`src/hdl/gmmps_pkg.sv`:
```
// Shared constants and types of the grid min/max path sum block.
`timescale 1ns / 1ps

package gmmps_pkg;

    localparam int MAX_COLS = 1024;
    localparam int MAX_ROWS = 1024;
    localparam int COL_W    = $clog2(MAX_COLS);
    localparam int ROW_W    = $clog2(MAX_ROWS);
    localparam int CNT_W    = 11;
    localparam int CELL_W   = 16;
    localparam int SUM_W    = 28;

    localparam logic [CNT_W-1:0] ROWS_TOP = CNT_W'(MAX_ROWS);
    localparam logic [CNT_W-1:0] COLS_TOP = CNT_W'(MAX_COLS);

    localparam logic signed [SUM_W-1:0] SUM_MAX = {1'b0, {(SUM_W-1){1'b1}}};
    localparam logic signed [SUM_W-1:0] SUM_MIN = {1'b1, {(SUM_W-1){1'b0}}};

    // configuration register indexes
    localparam logic CFG_ROW_COUNT = 1'b0;
    localparam logic CFG_COL_COUNT = 1'b1;

    // position facts of one cell, decided when the cell is taken in
    typedef struct packed {
        logic [COL_W-1:0] col;
        logic             has_up;
        logic             has_left;
        logic             done;
        logic             even;
    } t_cell_pos;

endpackage

```
`src/hdl/gmmps_pos.sv`:
```
// Grid size registers and raster position counters.
`timescale 1ns / 1ps

module gmmps_pos (
    input  logic                      i_clk,
    input  logic                      i_rst_n,
    input  logic                      i_cfg_we,
    input  logic                      i_cfg_index,
    input  logic [gmmps_pkg::CNT_W-1:0] i_cfg_data,
    input  logic                      i_accept,
    output gmmps_pkg::t_cell_pos      o_pos
);
    import gmmps_pkg::*;

    logic [CNT_W-1:0] r_row_count;
    logic [CNT_W-1:0] r_col_count;
    logic [ROW_W-1:0] r_row_pos;
    logic [COL_W-1:0] r_col_pos;
    logic [ROW_W-1:0] n_row_pos;
    logic [COL_W-1:0] n_col_pos;
    logic [CNT_W-1:0] w_rows;
    logic [CNT_W-1:0] w_cols;
    logic             w_last_col;
    logic             w_last_row;

    always_ff @(posedge i_clk) begin
        if (!i_rst_n) begin
            r_row_count <= CNT_W'(1);
            r_col_count <= CNT_W'(1);
        end else if (i_cfg_we) begin
            unique case (i_cfg_index)
                CFG_ROW_COUNT: r_row_count <= i_cfg_data;
                CFG_COL_COUNT: r_col_count <= i_cfg_data;
                default:       r_row_count <= r_row_count;
            endcase
        end
    end

    // zero counts as one, anything above MAX_ROWS or MAX_COLS as that maximum
    always_comb begin
        priority if (r_row_count == '0)     w_rows = CNT_W'(1);
        else if (r_row_count > ROWS_TOP)    w_rows = ROWS_TOP;
        else                                w_rows = r_row_count;
        priority if (r_col_count == '0)     w_cols = CNT_W'(1);
        else if (r_col_count > COLS_TOP)    w_cols = COLS_TOP;
        else                                w_cols = r_col_count;
    end

    assign w_last_col = (CNT_W'(r_col_pos) + CNT_W'(1)) >= w_cols;
    assign w_last_row = (CNT_W'(r_row_pos) + CNT_W'(1)) >= w_rows;

    always_comb begin
        if (w_last_col) begin
            n_col_pos = '0;
            n_row_pos = w_last_row ? '0 : r_row_pos + ROW_W'(1);
        end else begin
            n_col_pos = r_col_pos + COL_W'(1);
            n_row_pos = r_row_pos;
        end
    end

    always_ff @(posedge i_clk) begin
        if (!i_rst_n) begin
            r_row_pos <= '0;
            r_col_pos <= '0;
        end else if (i_accept) begin
            r_row_pos <= n_row_pos;
            r_col_pos <= n_col_pos;
        end
    end

    assign o_pos.col      = r_col_pos;
    assign o_pos.has_up   = r_row_pos != '0;
    assign o_pos.has_left = r_col_pos != '0;
    assign o_pos.done     = w_last_col && w_last_row;
    // rows + cols - 1 is even exactly when rows and cols differ in parity
    assign o_pos.even     = w_rows[0] ^ w_cols[0];

endmodule

```
`config.mk`:
```
export PLATFORM = sky130hd
export DESIGN_NAME = gmmps_pos
export DESIGN_NICKNAME = d
export VERILOG_FILES = /design/src/hdl/gmmps_pkg.sv /design/src/hdl/gmmps_pos.sv
export SDC_FILE = /design/constraint.sdc
export NUM_CORES = 1
export LEC_CHECK = 0
export BUFFER_PORTS_ARGS = -buffer_cell sky130_fd_sc_hd__buf_2
export CAP_MARGIN = 20
export CORE_ASPECT_RATIO = 1.25
export CORE_MARGIN = 2
export CORE_UTILIZATION = 60
export DETAILED_ROUTE_END_ITERATION = 10
export PLACE_DENSITY = 0.82
export SLEW_MARGIN = 10
export SYNTH_ARGS = -nofsm -noshare
export SYNTH_HDL_FRONTEND = slang
export SYNTH_SLANG_ARGS = --single-unit
```
`constraint.sdc`:
```
create_clock -name i_clk -period 5.4 [get_ports i_clk]
set_clock_uncertainty 0.15 [all_clocks]
set_input_delay 0.27 -clock i_clk [delete_from_list [all_inputs] [get_ports i_clk]]
set_output_delay 0.27 -clock i_clk [all_outputs]
set_load 0.02 [all_outputs]
```
==> impl_metrics.ini <==
[run_status]
outcome = finished clean

[sta]
rsz0062_at_grt = false
tns_ns = 0
finalSetupViolCount = 0
tightestPinTransition_ns = 0.6353
slew_violations = 0
finalHoldViolations = 0
slew_headroom_pct = 57.56
whs_ns = 0.07380
period_needed_ns = 3.423
fmax_mhz = 292.2
period_share_pct = 63.38
fin_ws_ns = 1.977

[clock_network]
cts_sinks = 42
ctsResizeCount = 0
post_cts_buffers = 0
cts.clk_slew.worst_paths_ns = 0.08
tritoncts = built
clk_latency_ns = 0.29
clock_path_buffers = 2
cts_buffers = 5
clockRootBuffer = clkbuf_8
htree_levels = 2
ctsHoldBuffers = 0

[floorplanning]
die_w_um = 62.65
dieHeight_um = 77.32
dieArea_sq_um = 4844
io_pins = 30
core_area_sq_um = 4099
row_count = 26
initial_core_util_pct = 62.94

[critical_path]
r2r_slack_ns = 2.05
worstSetupPathType = flip-flop to output pin
r2r_start = r_col_pos[0]
cpPeakStageDelay_ns = 0.56
rr_worst_depth = 11
cp_top_family = simple AND/OR/NAND/NOR gates
cp_slowest_cell = a2111oi_4
endpoint_kind = output pin
cp-start-kind = flip-flop
crit_chain = nand3_1 -> inv_1 -> nand3_1 -> nor2_1 -> xnor2_1 -> ha_1 -> a21oi_1 -> nand2_1 -> a2111oi_4 -> nor2_1 -> buf_2
crit_path_max_fanout = 8
r2r_end = r_row_pos[0]
cp_data_required_time_ns = 4.98
crit_arrival_ns = 3.00
path_buf_inv = 2

[final_layout]
final_cell_count_no_fill = 393
stdcell_area_sq_um = 2838
num-nets-final = 378
final-seq-area_sq_um = 840.8
multi_input_area_sq_um = 1642
layout_commonest_cell = nand2_1
diodes = 0
fillers = 361
syn2layout_area_growth_pct = 9.990
layout-drive-gt1-share_pct = 11.57
final_cell_mix = 73 x nand2_1, 42 x dfxtp_1, 29 x buf_2

[global_route]
grt_pass1_wl_um = 9487
grt_max_degree = 35
first_global_vias = 2142
grt_usage_pct = 24.35
overflow = 0
antenna_found_initial = 0

[power]
power_density_nw_per_um2 = 256.3
p_seq_share_pct = 45.8
switchingPower_mw = 0.2076
p_int_mw = 0.5199
leakage_nw = 1.248
combPwrFrac_pct = 20.7
swShare_pct = 28.54
p_clk_share_pct = 33.5
vdd_drop_max_mv = 0.1623

[synth]
postSynthAreaPerCell_sq_um = 8.139
syn_nets = 359
ys_seq_area_share_pct = 32.59
ys_ff_latch = 42
postSynthCellCount = 317
synth_cell_types = 39
yosys_warnings = 0
syn_area_sq_um = 2580

[place]
post-dp-hpwl_um = 4106
io_buffers = 29
place_area_sq_um = 2731
gp_congestion = 0.8851
dpl.cell_count = 385
pre_cts_ws_ns = 2.109

[routing]
detail_route.wl_per_cell_um = 13.70
wl_um = 5383
postRouteAntennaNets = 0
drcViolationCount = 0
vias = 2225
drtIter0Drc = 145
firstDrtPassIters = 4
vias_per_cell = 5.662

[hold_path]
whs_path_depth = 3
hp-class = input port to flip-flop
min_from = i_cfg_data[0]
hold_end = r_col_count[0]

[job]
max-cap-violations = 0
==> worst max-delay path by stage <==
stage | start | endpoint | slack (ns) | cells after the start
after detailed placement | r_col_pos[2] | r_row_pos[0] | 2.11 | 11
after global routing | r_row_pos[2] | o_pos[1] | 1.73 | 11
final | r_row_pos[2] | o_pos[1] | 1.98 | 11
after CTS | r_row_pos[2] | o_pos[1] | 1.98 | 11
after global placement | r_col_pos[0] | r_row_pos[0] | 2.23 | 11
after floorplan | r_col_pos[0] | r_row_pos[1] | 2.22 | 12
==> flip-flops by register name, summed over array words and instances (netlist names) <==
name	count
r_col_pos	10
r_row_pos	10
r_col_count	11
r_row_count	11
==> synth_stat cells (all sizes together) <==
master | n | area, sq um
nand2 | 73 | 274.0
dfxtp | 42 | 840.8
ha | 26 | 325.3
nor2 | 22 | 82.58
a21boi | 20 | 150.1
xor2 | 19 | 166.4
clkbuf | 16 | 60.06
nand3 | 11 | 55.05
and3 | 9 | 56.30
inv | 7 | 26.28
nand4 | 7 | 43.79
nor4 | 7 | 43.79
xnor2 | 7 | 61.31
a21oi | 5 | 25.02
a22o | 5 | 43.79
a32oi | 4 | 35.03
nor3 | 4 | 20.02
nand2b | 3 | 18.77
o21ai | 3 | 18.77
o31ai | 3 | 22.52
a2111oi | 2 | 42.54
a31oi | 2 | 12.51
and2 | 2 | 12.51
and3b | 2 | 17.52
clkinv | 2 | 7.510
mux2i | 2 | 20.02
nand3b | 2 | 18.77
nand4b | 2 | 17.52
a211oi | 1 | 7.510
a21o | 1 | 7.510
a221o | 1 | 10.01
buf | 1 | 3.750
nor2b | 1 | 6.260
o2111ai | 1 | 8.760
o21bai | 1 | 7.510
o311a | 1 | 10.01
==> layer usage <==
metal	global-route usage, %	up-vias	share of wire (%)
met5	0	-	0
met4	9.778	0	1.8
met3	4.545	9	5.1
met2	41.18	60	48
met1	30.37	1011	45
li1	-	1145	-
==> logic make-up (layout without fill, tap and decap cells) <==
kind of cell / after synthesis / in the layout / share of synthesized area, %
xor gates and xnor gates: 26 / 26 / 8.826
adders and majority gates: 26 / 26 / 12.61
DFF: 42 / 42 / 32.59
muxes: 2 / 2 / 0.7760
buffers and inverters: 26 / 46 / 3.783
and+or+nand+nor: 145 / 145 / 25.85
AOI/OAI and AO/OA: 50 / 50 / 15.57
==> metrics by stage <==
step | total power [mW] | utilization [%]
5_1_grt | 0.7623 | 69.23
3_3_place_gp | 0.4846 | 66.64
4_1_cts | 0.7302 | 69.23
2_1_floorplan | 0.4471 | -
3_5_place_dp | 0.4899 | 66.64
6_report | 0.7274 | 69.23
==> power groups by stage <==
stage	combinational, mW	sequential, mW	clock, mW
4_1_cts	0.151	0.333	0.246
6_report	0.150	0.333	0.244
5_1_grt	0.167	0.335	0.260
2_1_floorplan	0.107	0.340	0
3_3_place_gp	0.145	0.340	0
3_5_place_dp	0.150	0.340	0
==> layout make-up <==
class	instances	share of cell area (%)
Timing Repair Buffer	29	5.115
Sequential cell	42	29.63
Clock inverter	1	1.058
Tap cell	56	2.469
Clock buffer	7	2.690
Inverter	9	1.190
Multi-Input combinational cell	249	57.85
==> worst register-to-register path, cell delays in order (launching register included) <==
cell,delay [ns]
dfxtp_1,0.43
and3_1,0.24
and3_1,0.22
and3_1,0.26
nand3_1,0.12
xnor2_1,0.16
ha_1,0.31
a21o_1,0.18
a221o_1,0.38
o21ai_2,0.30
nand2_1,0.30
mux2i_1,0.23
Power figures use the tool's default switching activity.
