## config.mk

```make
export PLATFORM = sky130hd
export DESIGN_NAME = gmmps_core
export DESIGN_NICKNAME = d
export VERILOG_FILES = /design/src/hdl/gmmps_pkg.sv /design/src/hdl/gmmps_core.sv
export SDC_FILE = /design/constraint.sdc
export NUM_CORES = 1
export LEC_CHECK = 0
export BUFFER_PORTS_ARGS = -buffer_cell sky130_fd_sc_hd__clkbuf_2
export CORE_ASPECT_RATIO = 0.6
export CORE_MARGIN = 5
export CORE_UTILIZATION = 55
export CTS_BUF_LIST = sky130_fd_sc_hd__clkbuf_8
export DETAILED_ROUTE_END_ITERATION = 10
export PLACE_DENSITY = 0.87
export SLEW_MARGIN = 25
export SYNTH_ARGS = -nofsm -noshare
export SYNTH_HDL_FRONTEND = slang
export SYNTH_SLANG_ARGS = --single-unit
```

## constraint.sdc

```tcl
create_clock -name i_clk -period 7.1 [get_ports i_clk]
set_input_delay 0 -clock i_clk [delete_from_list [all_inputs] [get_ports i_clk]]
set_output_delay 0 -clock i_clk [all_outputs]
set_load 0.01 [all_outputs]
```

## src/hdl/gmmps_pkg.sv

```systemverilog
// Shared constants and types of the grid min/max path sum block.
`timescale 1ns / 1ps

package gmmps_pkg;

    localparam int MAX_COLS = 1024;
    localparam int MAX_ROWS = 1024;
    localparam int COL_W    = $clog2(MAX_COLS);
    localparam int ROW_W    = $clog2(MAX_ROWS);
    localparam int CNT_W    = 11;
    localparam int CELL_W   = 16;
    localparam int SUM_W    = 28;

    localparam logic [CNT_W-1:0] ROWS_TOP = CNT_W'(MAX_ROWS);
    localparam logic [CNT_W-1:0] COLS_TOP = CNT_W'(MAX_COLS);

    localparam logic signed [SUM_W-1:0] SUM_MAX = {1'b0, {(SUM_W-1){1'b1}}};
    localparam logic signed [SUM_W-1:0] SUM_MIN = {1'b1, {(SUM_W-1){1'b0}}};

    // configuration register indexes
    localparam logic CFG_ROW_COUNT = 1'b0;
    localparam logic CFG_COL_COUNT = 1'b1;

    // position facts of one cell, decided when the cell is taken in
    typedef struct packed {
        logic [COL_W-1:0] col;
        logic             has_up;
        logic             has_left;
        logic             done;
        logic             even;
    } t_cell_pos;

endpackage

```

## src/hdl/gmmps_core.sv

```systemverilog
// Neighbour selection, saturating add and verdict for one cell.
`timescale 1ns / 1ps

module gmmps_core (
    input  logic                                i_clk,
    input  logic                                i_rst_n,
    input  logic                                i_adv,
    input  gmmps_pkg::t_cell_pos                i_pos,
    input  logic signed [gmmps_pkg::CELL_W-1:0] i_cell,
    input  logic signed [gmmps_pkg::SUM_W-1:0]  i_up_min,
    input  logic signed [gmmps_pkg::SUM_W-1:0]  i_up_max,
    output logic signed [gmmps_pkg::SUM_W-1:0]  o_min,
    output logic signed [gmmps_pkg::SUM_W-1:0]  o_max,
    output logic                                o_zero_ok
);
    import gmmps_pkg::*;

    logic signed [SUM_W-1:0] r_left_min;
    logic signed [SUM_W-1:0] r_left_max;
    logic signed [SUM_W-1:0] w_lo;
    logic signed [SUM_W-1:0] w_hi;
    logic signed [SUM_W:0]   w_lo_sum;
    logic signed [SUM_W:0]   w_hi_sum;

    function automatic logic signed [SUM_W-1:0] sat(input logic signed [SUM_W:0] v);
        logic signed [SUM_W-1:0] r;
        begin
            if (v[SUM_W] != v[SUM_W-1]) begin
                r = v[SUM_W] ? SUM_MIN : SUM_MAX;
            end else begin
                r = v[SUM_W-1:0];
            end
            return r;
        end
    endfunction

    always_comb begin
        priority if (i_pos.has_up && i_pos.has_left) begin
            w_lo = (i_up_min < r_left_min) ? i_up_min : r_left_min;
            w_hi = (i_up_max > r_left_max) ? i_up_max : r_left_max;
        end else if (i_pos.has_up) begin
            w_lo = i_up_min;
            w_hi = i_up_max;
        end else if (i_pos.has_left) begin
            w_lo = r_left_min;
            w_hi = r_left_max;
        end else begin
            w_lo = '0;
            w_hi = '0;
        end
    end

    assign w_lo_sum = (SUM_W+1)'(w_lo) + (SUM_W+1)'(i_cell);
    assign w_hi_sum = (SUM_W+1)'(w_hi) + (SUM_W+1)'(i_cell);
    assign o_min    = sat(w_lo_sum);
    assign o_max    = sat(w_hi_sum);

    assign o_zero_ok = i_pos.done && i_pos.even
                    && (o_min[SUM_W-1] || (o_min == '0)) && !o_max[SUM_W-1];

    always_ff @(posedge i_clk) begin
        if (!i_rst_n) begin
            r_left_min <= '0;
            r_left_max <= '0;
        end else if (i_adv) begin
            r_left_min <= o_min;
            r_left_max <= o_max;
        end
    end

endmodule

```

==> impl_table.tex, run 1 <==
\begin{tabular}{lr}
\hline
Metric & Value \\
\hline
\multicolumn{2}{l}{\textbf{Floorplanning}} \\
\quad Number of primary I/O pins & 146 \\
\quad Placeable core region & about 13,000 um2 \\
\quad Initial core utilization & 0.563 \\
\quad Floorplan die height & slightly below 100 um \\
\quad Width of the die & 158 um \\
\quad Row cnt & 32 \\
\quad Die footprint & $\sim$16,000 um2 \\
\multicolumn{2}{l}{\textbf{Yosys}} \\
\quad Instance count of the mapped netlist & 960 \\
\quad Net count after synthesis & 1,165 \\
\quad Fraction of synthesis flops using an asynchronous set or reset pin & 0 \\
\quad Proportion of synthesized chip area in sequential cells & 0.154 \\
\quad Avg Inst Size Synth & 7.56 um2 \\
\quad Primary flip-flop cell chosen by synthesis mapping & dfxtp\_1 \\
\quad Cell type with the largest total area after synthesis & ha\_1 \\
\quad Number of synthesized register bits & 56 \\
\quad Number of distinct library cell variants in the gate-level netlist after synthesis & 63 \\
\quad Top cell type's share of synthesized area & 0.196 \\
\quad Synth top area cells & ha\_1, dfxtp\_1, a22o\_1 \\
\quad Syn. warnings & 0 \\
\quad Count of flip-flops with a built-in enable after synthesis & 0 \\
\quad Synthesized cell area & 7260 um2 \\
\multicolumn{2}{l}{\textbf{Clock tree}} \\
\quad Number of clock sinks seen by CTS & 56 \\
\quad Number of CTS-inserted buffers & 5 \\
\quad H-tree levels & 2 \\
\quad Clock Path Buffers & 2 \\
\quad Worst-Skew Late Latency & 0.34 ns \\
\quad Clock tree from TritonCTS & yes \\
\quad Clock Pin Slew Worst Setup and Hold Paths & $\sim$0.13 ns \\
\quad Clock root buffer & clkbuf\_8 \\
\multicolumn{2}{l}{\textbf{GRT}} \\
\quad Global Route Usage Sum & 0.302 \\
\quad Number of global-route vias before repair & between 7,000 and 8,000 \\
\quad Antenna violations before repair & 0 \\
\quad Largest net degree at the start of global routing & 71 \\
\quad First-pass GRT wire length & 38,200 um \\
\quad Congestion Overflow GR & 0 \\
\multicolumn{2}{l}{\textbf{Route}} \\
\quad Post-route DRC & 0 \\
\quad Detailed-route via count & 7,950 \\
\quad Number of search-and-repair iterations in the first detailed-routing pass & 5 \\
\quad Initial detailed-routing violation count & 850 \\
\quad Wire length on met1 & roughly 12,000 um \\
\quad Met3 routed wirelength & $\sim$3200 um \\
\quad Number of nets with antenna violations after routing & 0 \\
\quad Uppermost layer routed & met5 \\
\quad Post-DR wirelength/cell & 19.5 um \\
\quad Aggregate routed wire length & 24,400 um \\
\quad Met2 routed WL & 9090 um \\
\quad Vias per cell & 6.37 \\
\multicolumn{2}{l}{\textbf{Power}} \\
\quad Sw power & approximately 1200 uW \\
\quad Fraction of power consumed by combinational cells & 0.700 \\
\quad Peak supply drop & 0.168 mV \\
\quad Share of power burned in the clock network & 0.126 \\
\quad Cell area power density & 290 nW/um2 \\
\quad Internal power & 1220 uW \\
\quad Standby leakage power & 0.00401 uW \\
\quad Switching Fraction & 0.499 \\
\quad Relative contribution of sequential cells to total power & 0.174 \\
\multicolumn{2}{l}{\textbf{Place}} \\
\quad Input/output buffers & between 100 and 150 \\
\quad Final weighted congestion in routability-driven placement & 0.965 \\
\quad HPWL after detailed placement & 18,700 um \\
\quad Placed inst area & about 8000 um2 \\
\quad Pre-CTS WS & between 0.2 and 0.3 ns \\
\multicolumn{2}{l}{\textbf{Timing}} \\
\quad Min cycle time layout & 6.82 ns \\
\quad Share of the clock period used by the worst path & 0.961 \\
\quad Worst-margin pin slew & $\sim$0.78 ns \\
\quad Final setup skew & between 0.015 and 0.02 ns \\
\quad Final Hold Fails & 0 \\
\quad Setup slack of the critical path after layout & 0.280 ns \\
\quad Number of max-slew violations in the final report & 0 \\
\quad Fmax & around 150 MHz \\
\quad Number of endpoints failing setup at the final stage & 0 \\
\quad Rel. slew slack & 0.478 \\
\multicolumn{2}{l}{\textbf{Layout}} \\
\quad Post-route standard cell area excluding fillers & between 8000 and 9000 um2 \\
\quad Area growth from synthesis to layout & 16.2\% \\
\quad Final layout net count & between 1,000 and 1,500 \\
\quad Leading cell type in the layout, fill and taps excluded & clkbuf\_2 \\
\quad Top library cells by usage in the layout, fill and taps aside & clkbuf\_2, ha\_1, o21ai\_0, inv\_1, a21oi\_1 \\
\quad Antenna cell count & 0 \\
\quad Count of filler cells inserted in the layout & 1,085 \\
\quad Core occupancy in the finished layout & 0.654 \\
\quad Fraction of final layout cells sized beyond drive strength 1 & 0.214 \\
\multicolumn{2}{l}{\textbf{Worst hold path}} \\
\quad WHS Endpoint & r\_left\_max[0]\$\_SDFFE\_PN0P\_ \\
\quad Hold Crit Class & in -> reg \\
\quad Hold Startpoint & i\_cell[0] \\
\quad Cell depth of the worst hold path & 4 \\
\multicolumn{2}{l}{\textbf{Critical path}} \\
\quad Worst path buffer plus inverter count & 3 \\
\quad Worst r2r dst & r\_left\_max[17]\$\_SDFFE\_PN0P\_ \\
\quad Crit Reg-Reg Startpoint & r\_left\_max[1]\$\_SDFFE\_PN0P\_ \\
\quad Cells on worst reg2reg path & 29 \\
\quad Critical Path Most Common Cell & ha\_1 \\
\quad Slowest stage delay, CP & 0.39 ns \\
\quad Cell family with most CP delay & compound AO/OA/AOI/OAI gates \\
\quad Critical path start-end classification & reg -> out \\
\quad Count of cell instances traversed by the critical path & 32 \\
\quad Worst setup SP type & register \\
\quad Maximum net fanout on the critical path & 7 \\
\quad R2R Setup Slk & around 0.76 ns \\
\quad Slowest cell on the critical path & dfxtp\_1 \\
\quad Crit end category & primary output \\
\quad Start point of the critical path & r\_left\_max[1]\$\_SDFFE\_PN0P\_ \\
\quad CP Data Required Time & about 7.1 ns \\
\quad Data arrival time of the critical path & 6.82 ns \\
\multicolumn{2}{l}{\textbf{Run status}} \\
\quad Run status & finished clean \\
\multicolumn{2}{l}{\textbf{Job}} \\
\quad Reported max-cap violation count & 0 \\
\hline
\end{tabular}
timing repair:
action	4_1_cts	5_1_grt
hold buffers	0	0
gates resized for setup	6	24
buffers inserted	0	6
endpoints found under the hold margin	0	0
pin swaps	1	11
setup endpoints to repair	1	49
tightest hold or removal path, stage by stage:
cell and delay (ns):
clkbuf_2 0.12, ha_1 0.14, nor2_1 0.05, o31ai_1 0.21
final cells by class:
class / instances / area, um2 / share of cell area
tap: 170 / 213 / 0.0252
sequential: 56 / 1120 / 0.133
clock inverter: 3 / 90.1 / 0.0107
multi-input combinational: 770 / 5750 / 0.682
clock buffer: 5 / 68.8 / 0.00816
inverter: 88 / 330 / 0.0392
timing repair buffer: 157 / 857 / 0.102
synthesized netlist by cell type (all sizes together) (15+ instances only):
cell type,n
a21oi,77
o21ba,31
nand4,16
a22o,56
a31oi,15
ha,114
dfxtp,56
xor2,17
o21ai,115
xnor2,32
nand3,23
inv,88
nor2,57
clkbuf,44
a21o,42
nand2,54
per-layer routing:
| metal | up-vias | track usage |
|---|---|---|
| met3 | 38 | 0.0851 |
| met4 | 2 | 0.0498 |
| met5 | - | 0.0254 |
| met2 | 482 | 0.392 |
| met1 | 3660 | 0.484 |
| li1 | 3768 | - |
stage by stage:
stage	total power (uW)	setup TNS (ns)	hold slack, ns	cells
after floorplan	1480	0	0.278	960
after global placement	2020	0	0.491	1235
after detailed placement	2050	0	0.498	1235
after CTS	2370	0	0.192	1243
after global routing	2620	-0.00805	0.273	1249
final	2440	0	0.196	1249
worst max path at each step:
stage	end	slack [ns]
final	o_zero_ok	0.28
after global routing	o_zero_ok	-0.008
after CTS	o_zero_ok	0.03
after detailed placement	o_zero_ok	0.26
after global placement	o_zero_ok	0.53
after floorplan	r_left_max[3]$_SDFFE_PN0P_	0.66
state kept, by name (all words and copies together), names as in the netlist:
register and flops:
r_left_max 28, r_left_min 28
power by group through the flow:
stage / clock (uW) / sequential (uW) / combinational [uW]
final: 309 / 425 / 1710
after global routing: 317 / 432 / 1870
after detailed placement: 0 / 429 / 1620
after CTS: 308 / 422 / 1640
after floorplan: 0 / 416 / 1070
after global placement: 0 / 427 / 1590
kinds of logic (layout without fill, tap and decap cells):
kind of cell               after synthesis  after routing  synth area share
AOI/OAI and AO/OA                      407            407             0.382
and+or+nand+nor                        194            194             0.128
buffers and inverters                  134            253            0.0694
adders and majority gates              116            116             0.202
DFF                                     56             56             0.154
xor gates and xnor gates                49             49            0.0591
muxes                                    4              4           0.00569
Power figures use the tool's default switching activity.
==> inputs of run 2 (changes only) <==
--- a/config.mk
+++ b/config.mk
@@ -7,7 +7,6 @@
 export LEC_CHECK = 0
 export BUFFER_PORTS_ARGS = -buffer_cell sky130_fd_sc_hd__clkbuf_2
 export CORE_ASPECT_RATIO = 0.6
-export CORE_MARGIN = 5
 export CORE_UTILIZATION = 55
 export CTS_BUF_LIST = sky130_fd_sc_hd__clkbuf_8
 export DETAILED_ROUTE_END_ITERATION = 10
==> run 2 against run 1 <==
- clock skew grew 0.0074 ns
- total power shrank 4.6%
- utilization shrank 0.83 points
- first-iteration DRC count grew 17%
- largest power group unchanged
==> impl_table.tex, run 2 (synthesized netlist as in run 1, its figures left out) <==
\begin{tabular}{lr}
\hline
Metric & Value \\
\hline
\multicolumn{2}{l}{\textbf{Critical path}} \\
\quad Critical path start-end classification & reg -> out \\
\quad Slowest cell on the critical path & dfxtp\_1 \\
\quad Worst setup SP type & register \\
\quad Crit end category & primary output \\
\quad CP Data Required Time & 7.10 ns (about the same) \\
\quad Slowest stage delay, CP & 0.39 ns (about the same) \\
\quad Data arrival time of the critical path & 6.90 ns (+0.08 ns) \\
\quad Maximum net fanout on the critical path & 13 (+6) \\
\multicolumn{2}{l}{\textbf{Clock tree}} \\
\quad H-tree levels & 2 (unchanged) \\
\quad CTS Hold Bufs & 0 (unchanged) \\
\quad Number of clock sinks seen by CTS & 56 (unchanged) \\
\quad Clock Pin Slew Worst Setup and Hold Paths & 0.12 ns (about the same) \\
\quad Worst-Skew Late Latency & 0.35 ns (about the same) \\
\quad Clock root buffer & clkbuf\_8 \\
\quad Clock tree from TritonCTS & yes \\
\quad Clock Path Buffers & 2 (unchanged) \\
\quad Number of CTS-inserted buffers & 5 (unchanged) \\
\multicolumn{2}{l}{\textbf{Floorplanning}} \\
\quad Placeable core region & 12,900 um2 (-0.31\%) \\
\quad Width of the die & 150 um (-5.1\%) \\
\quad Row cnt & 32 (unchanged) \\
\quad Floorplan die height & 91 um (-8.1\%) \\
\quad Initial core utilization & 0.565 (+0.00175) \\
\quad Number of primary I/O pins & 146 (unchanged) \\
\quad Die footprint & 13,700 um2 (-13\%) \\
\multicolumn{2}{l}{\textbf{Place}} \\
\quad Input/output buffers & 135 (unchanged) \\
\quad Number of instances in the placed design & 1,234 (-0.081\%) \\
\quad Final weighted congestion in routability-driven placement & 0.939 (-2.6\%) \\
\quad HPWL after detailed placement & 18,600 um (-0.34\%) \\
\quad Pre-CTS WS & 0.306 ns (+0.0482 ns) \\
\multicolumn{2}{l}{\textbf{Route}} \\
\quad Vias per cell & 6.34 (-0.40\%) \\
\quad Post-route DRC & 0 (unchanged) \\
\quad Number of nets with antenna violations after routing & 0 (unchanged) \\
\quad Initial detailed-routing violation count & 993 (+17\%) \\
\quad Detailed-route via count & 7,899 (-0.64\%) \\
\quad Post-DR wirelength/cell & 19.6 um (+0.51\%) \\
\quad Number of search-and-repair iterations in the first detailed-routing pass & 5 (unchanged) \\
\quad Aggregate routed wire length & 24,500 um (+0.27\%) \\
\multicolumn{2}{l}{\textbf{Job}} \\
\quad Reported max-cap violation count & 0 (unchanged) \\
\multicolumn{2}{l}{\textbf{Layout}} \\
\quad Number of non-filler instances in the completed layout & 1,246 (-0.24\%) \\
\quad Leading cell type in the layout, fill and taps excluded & clkbuf\_2 \\
\quad Count of filler cells inserted in the layout & 1,166 (+7.5\%) \\
\quad Fraction of final layout cells sized beyond drive strength 1 & 0.209 (-0.00498) \\
\quad Antenna cell count & 0 (unchanged) \\
\quad Footprint of the flip-flops and latches & 1120 um2 (-0.22\%) \\
\quad Regs by FF count & r\_left\_max x28, r\_left\_min x28 \\
\quad Final layout net count & 1,281 (-0.16\%) \\
\quad Area growth from synthesis to layout & 14.3\% \\
\quad Area occupied by multi-input gates & 5730 um2 (-0.37\%) \\
\quad Top library cells by usage in the layout, fill and taps aside & clkbuf\_2, ha\_1, o21ai\_0, inv\_1, a21oi\_1 \\
\multicolumn{2}{l}{\textbf{Timing}} \\
\quad Tightest hold margin & 0.200 ns (+0.00406 ns) \\
\quad Worst-margin pin slew & 1.10 ns (+0.318 ns) \\
\quad Number of max-slew violations in the final report & 0 (unchanged) \\
\quad Min cycle time layout & 6.90 ns (+0.0829 ns) \\
\quad Number of endpoints failing setup at the final stage & 0 (unchanged) \\
\quad Share of the clock period used by the worst path & 0.972 (+0.0117) \\
\quad Fmax & 145 MHz (-1.2\%) \\
\quad Rel. slew slack & 0.263 (-0.215) \\
\quad Final Hold Fails & 0 (unchanged) \\
\quad Final setup skew & 0.0234 ns (+0.00743 ns) \\
\quad Setup slack of the critical path after layout & 0.197 ns (-0.0829 ns) \\
\multicolumn{2}{l}{\textbf{Run status}} \\
\quad Run status & finished clean \\
\multicolumn{2}{l}{\textbf{Power}} \\
\quad Cell area power density & 281 nW/um2 (-3.1\%) \\
\quad Standby leakage power & 0.00395 uW (-1.5\%) \\
\quad Overall Power & 2330 uW (-4.6\%) \\
\quad Peak supply drop & 0.199 mV (+19\%) \\
\multicolumn{2}{l}{\textbf{Worst hold path}} \\
\quad Hold Crit Class & in -> reg \\
\multicolumn{2}{l}{\textbf{GRT}} \\
\quad Largest net degree at the start of global routing & 71 (unchanged) \\
\quad Global Route Usage Sum & 0.350 (+0.0485) \\
\quad Antenna violations before repair & 0 (unchanged) \\
\quad Number of global-route vias before repair & 6,999 (-4.5\%) \\
\quad Congestion Overflow GR & 0 (unchanged) \\
\quad First-pass GRT wire length & 37,300 um (-2.2\%) \\
\hline
\end{tabular}
## run 2: cell types whose count changed in the layout (fill, tap and decap cells not counted), sizes merged
cell and delta:
bufinv -3, buf -2, clkinv +1, clkinvlp +1
## run 2: layer usage
| metal | GRT usage | share of wire |
|---|---|---|
| met1 | 0.567 | 0.49 |
| met2 | 0.443 | 0.36 |
| met3 | 0.0980 | 0.13 |
| met4 | 0.0530 | 0.013 |
| met5 | 0 | 0 |
## run 2: worst paths after layout
check | start | end | slack (ns) | cells after the start
worst max-delay path | r_left_max[1]$_SDFFE_PN0P_ | o_zero_ok | 0.20 | 33
worst min-delay path | i_cell[0] | r_left_min[0]$_SDFFE_PN0P_ | 0.20 | 4
worst max register to register | r_left_max[1]$_SDFFE_PN0P_ | r_left_max[17]$_SDFFE_PN0P_ | 0.59 | 30
worst min register to register | r_left_max[2]$_SDFFE_PN0P_ | r_left_max[2]$_SDFFE_PN0P_ | 0.51 | 2
## run 2: timing repair
| item | 4_1_cts | 5_1_grt |
|---|---|---|
| endpoints found under the hold margin | 0 | 0 |
| setup buffers | 0 | 5 |
| endpoints found under the setup margin | 1 | 23 |
| pin swaps | 0 | 5 |
| resized for setup | 2 | 17 |
## run 2: layout make-up
type | count | area share
repair buffers | 155 | 0.0995
clock buffers | 5 | 0.00829
clock inverters | 2 | 0.00151
well taps | 170 | 0.0256
inverters | 88 | 0.0398
multi-input cells | 770 | 0.690
flip-flops and latches | 56 | 0.135
## run 2: critical path: cells and delay by family (launching register included)
family,cells,cell delay (ns)
buffers and inverters,3,0.42
xor gates and xnor gates,1,0.15
DFF,1,0.39
AOI/OAI and AO/OA,17,3.35
and+or+nand+nor,9,1.39
adders and majority gates,3,0.83
## run 2: power by group
| part | internal [uW] | switching [uW] | leakage [uW] |
|---|---|---|---|
| clock network | 67.7 | 128 | 0.0000400 |
| registers | 378 | 47.8 | 0.000466 |
| logic | 663 | 1050 | 0.00344 |
## run 2: metrics by stage
| stage | TNS [ns] | util | instance area, um2 |
|---|---|---|---|
| 6_report | 0 | 0.646 | 8300 |
| 4_1_cts | 0 | 0.637 | 8190 |
| 2_1_floorplan | 0 | - | 7260 |
| 3_5_place_dp | 0 | 0.630 | 8100 |
| 3_3_place_gp | 0 | 0.630 | 8100 |
| 5_1_grt | -0.125 | 0.646 | 8300 |
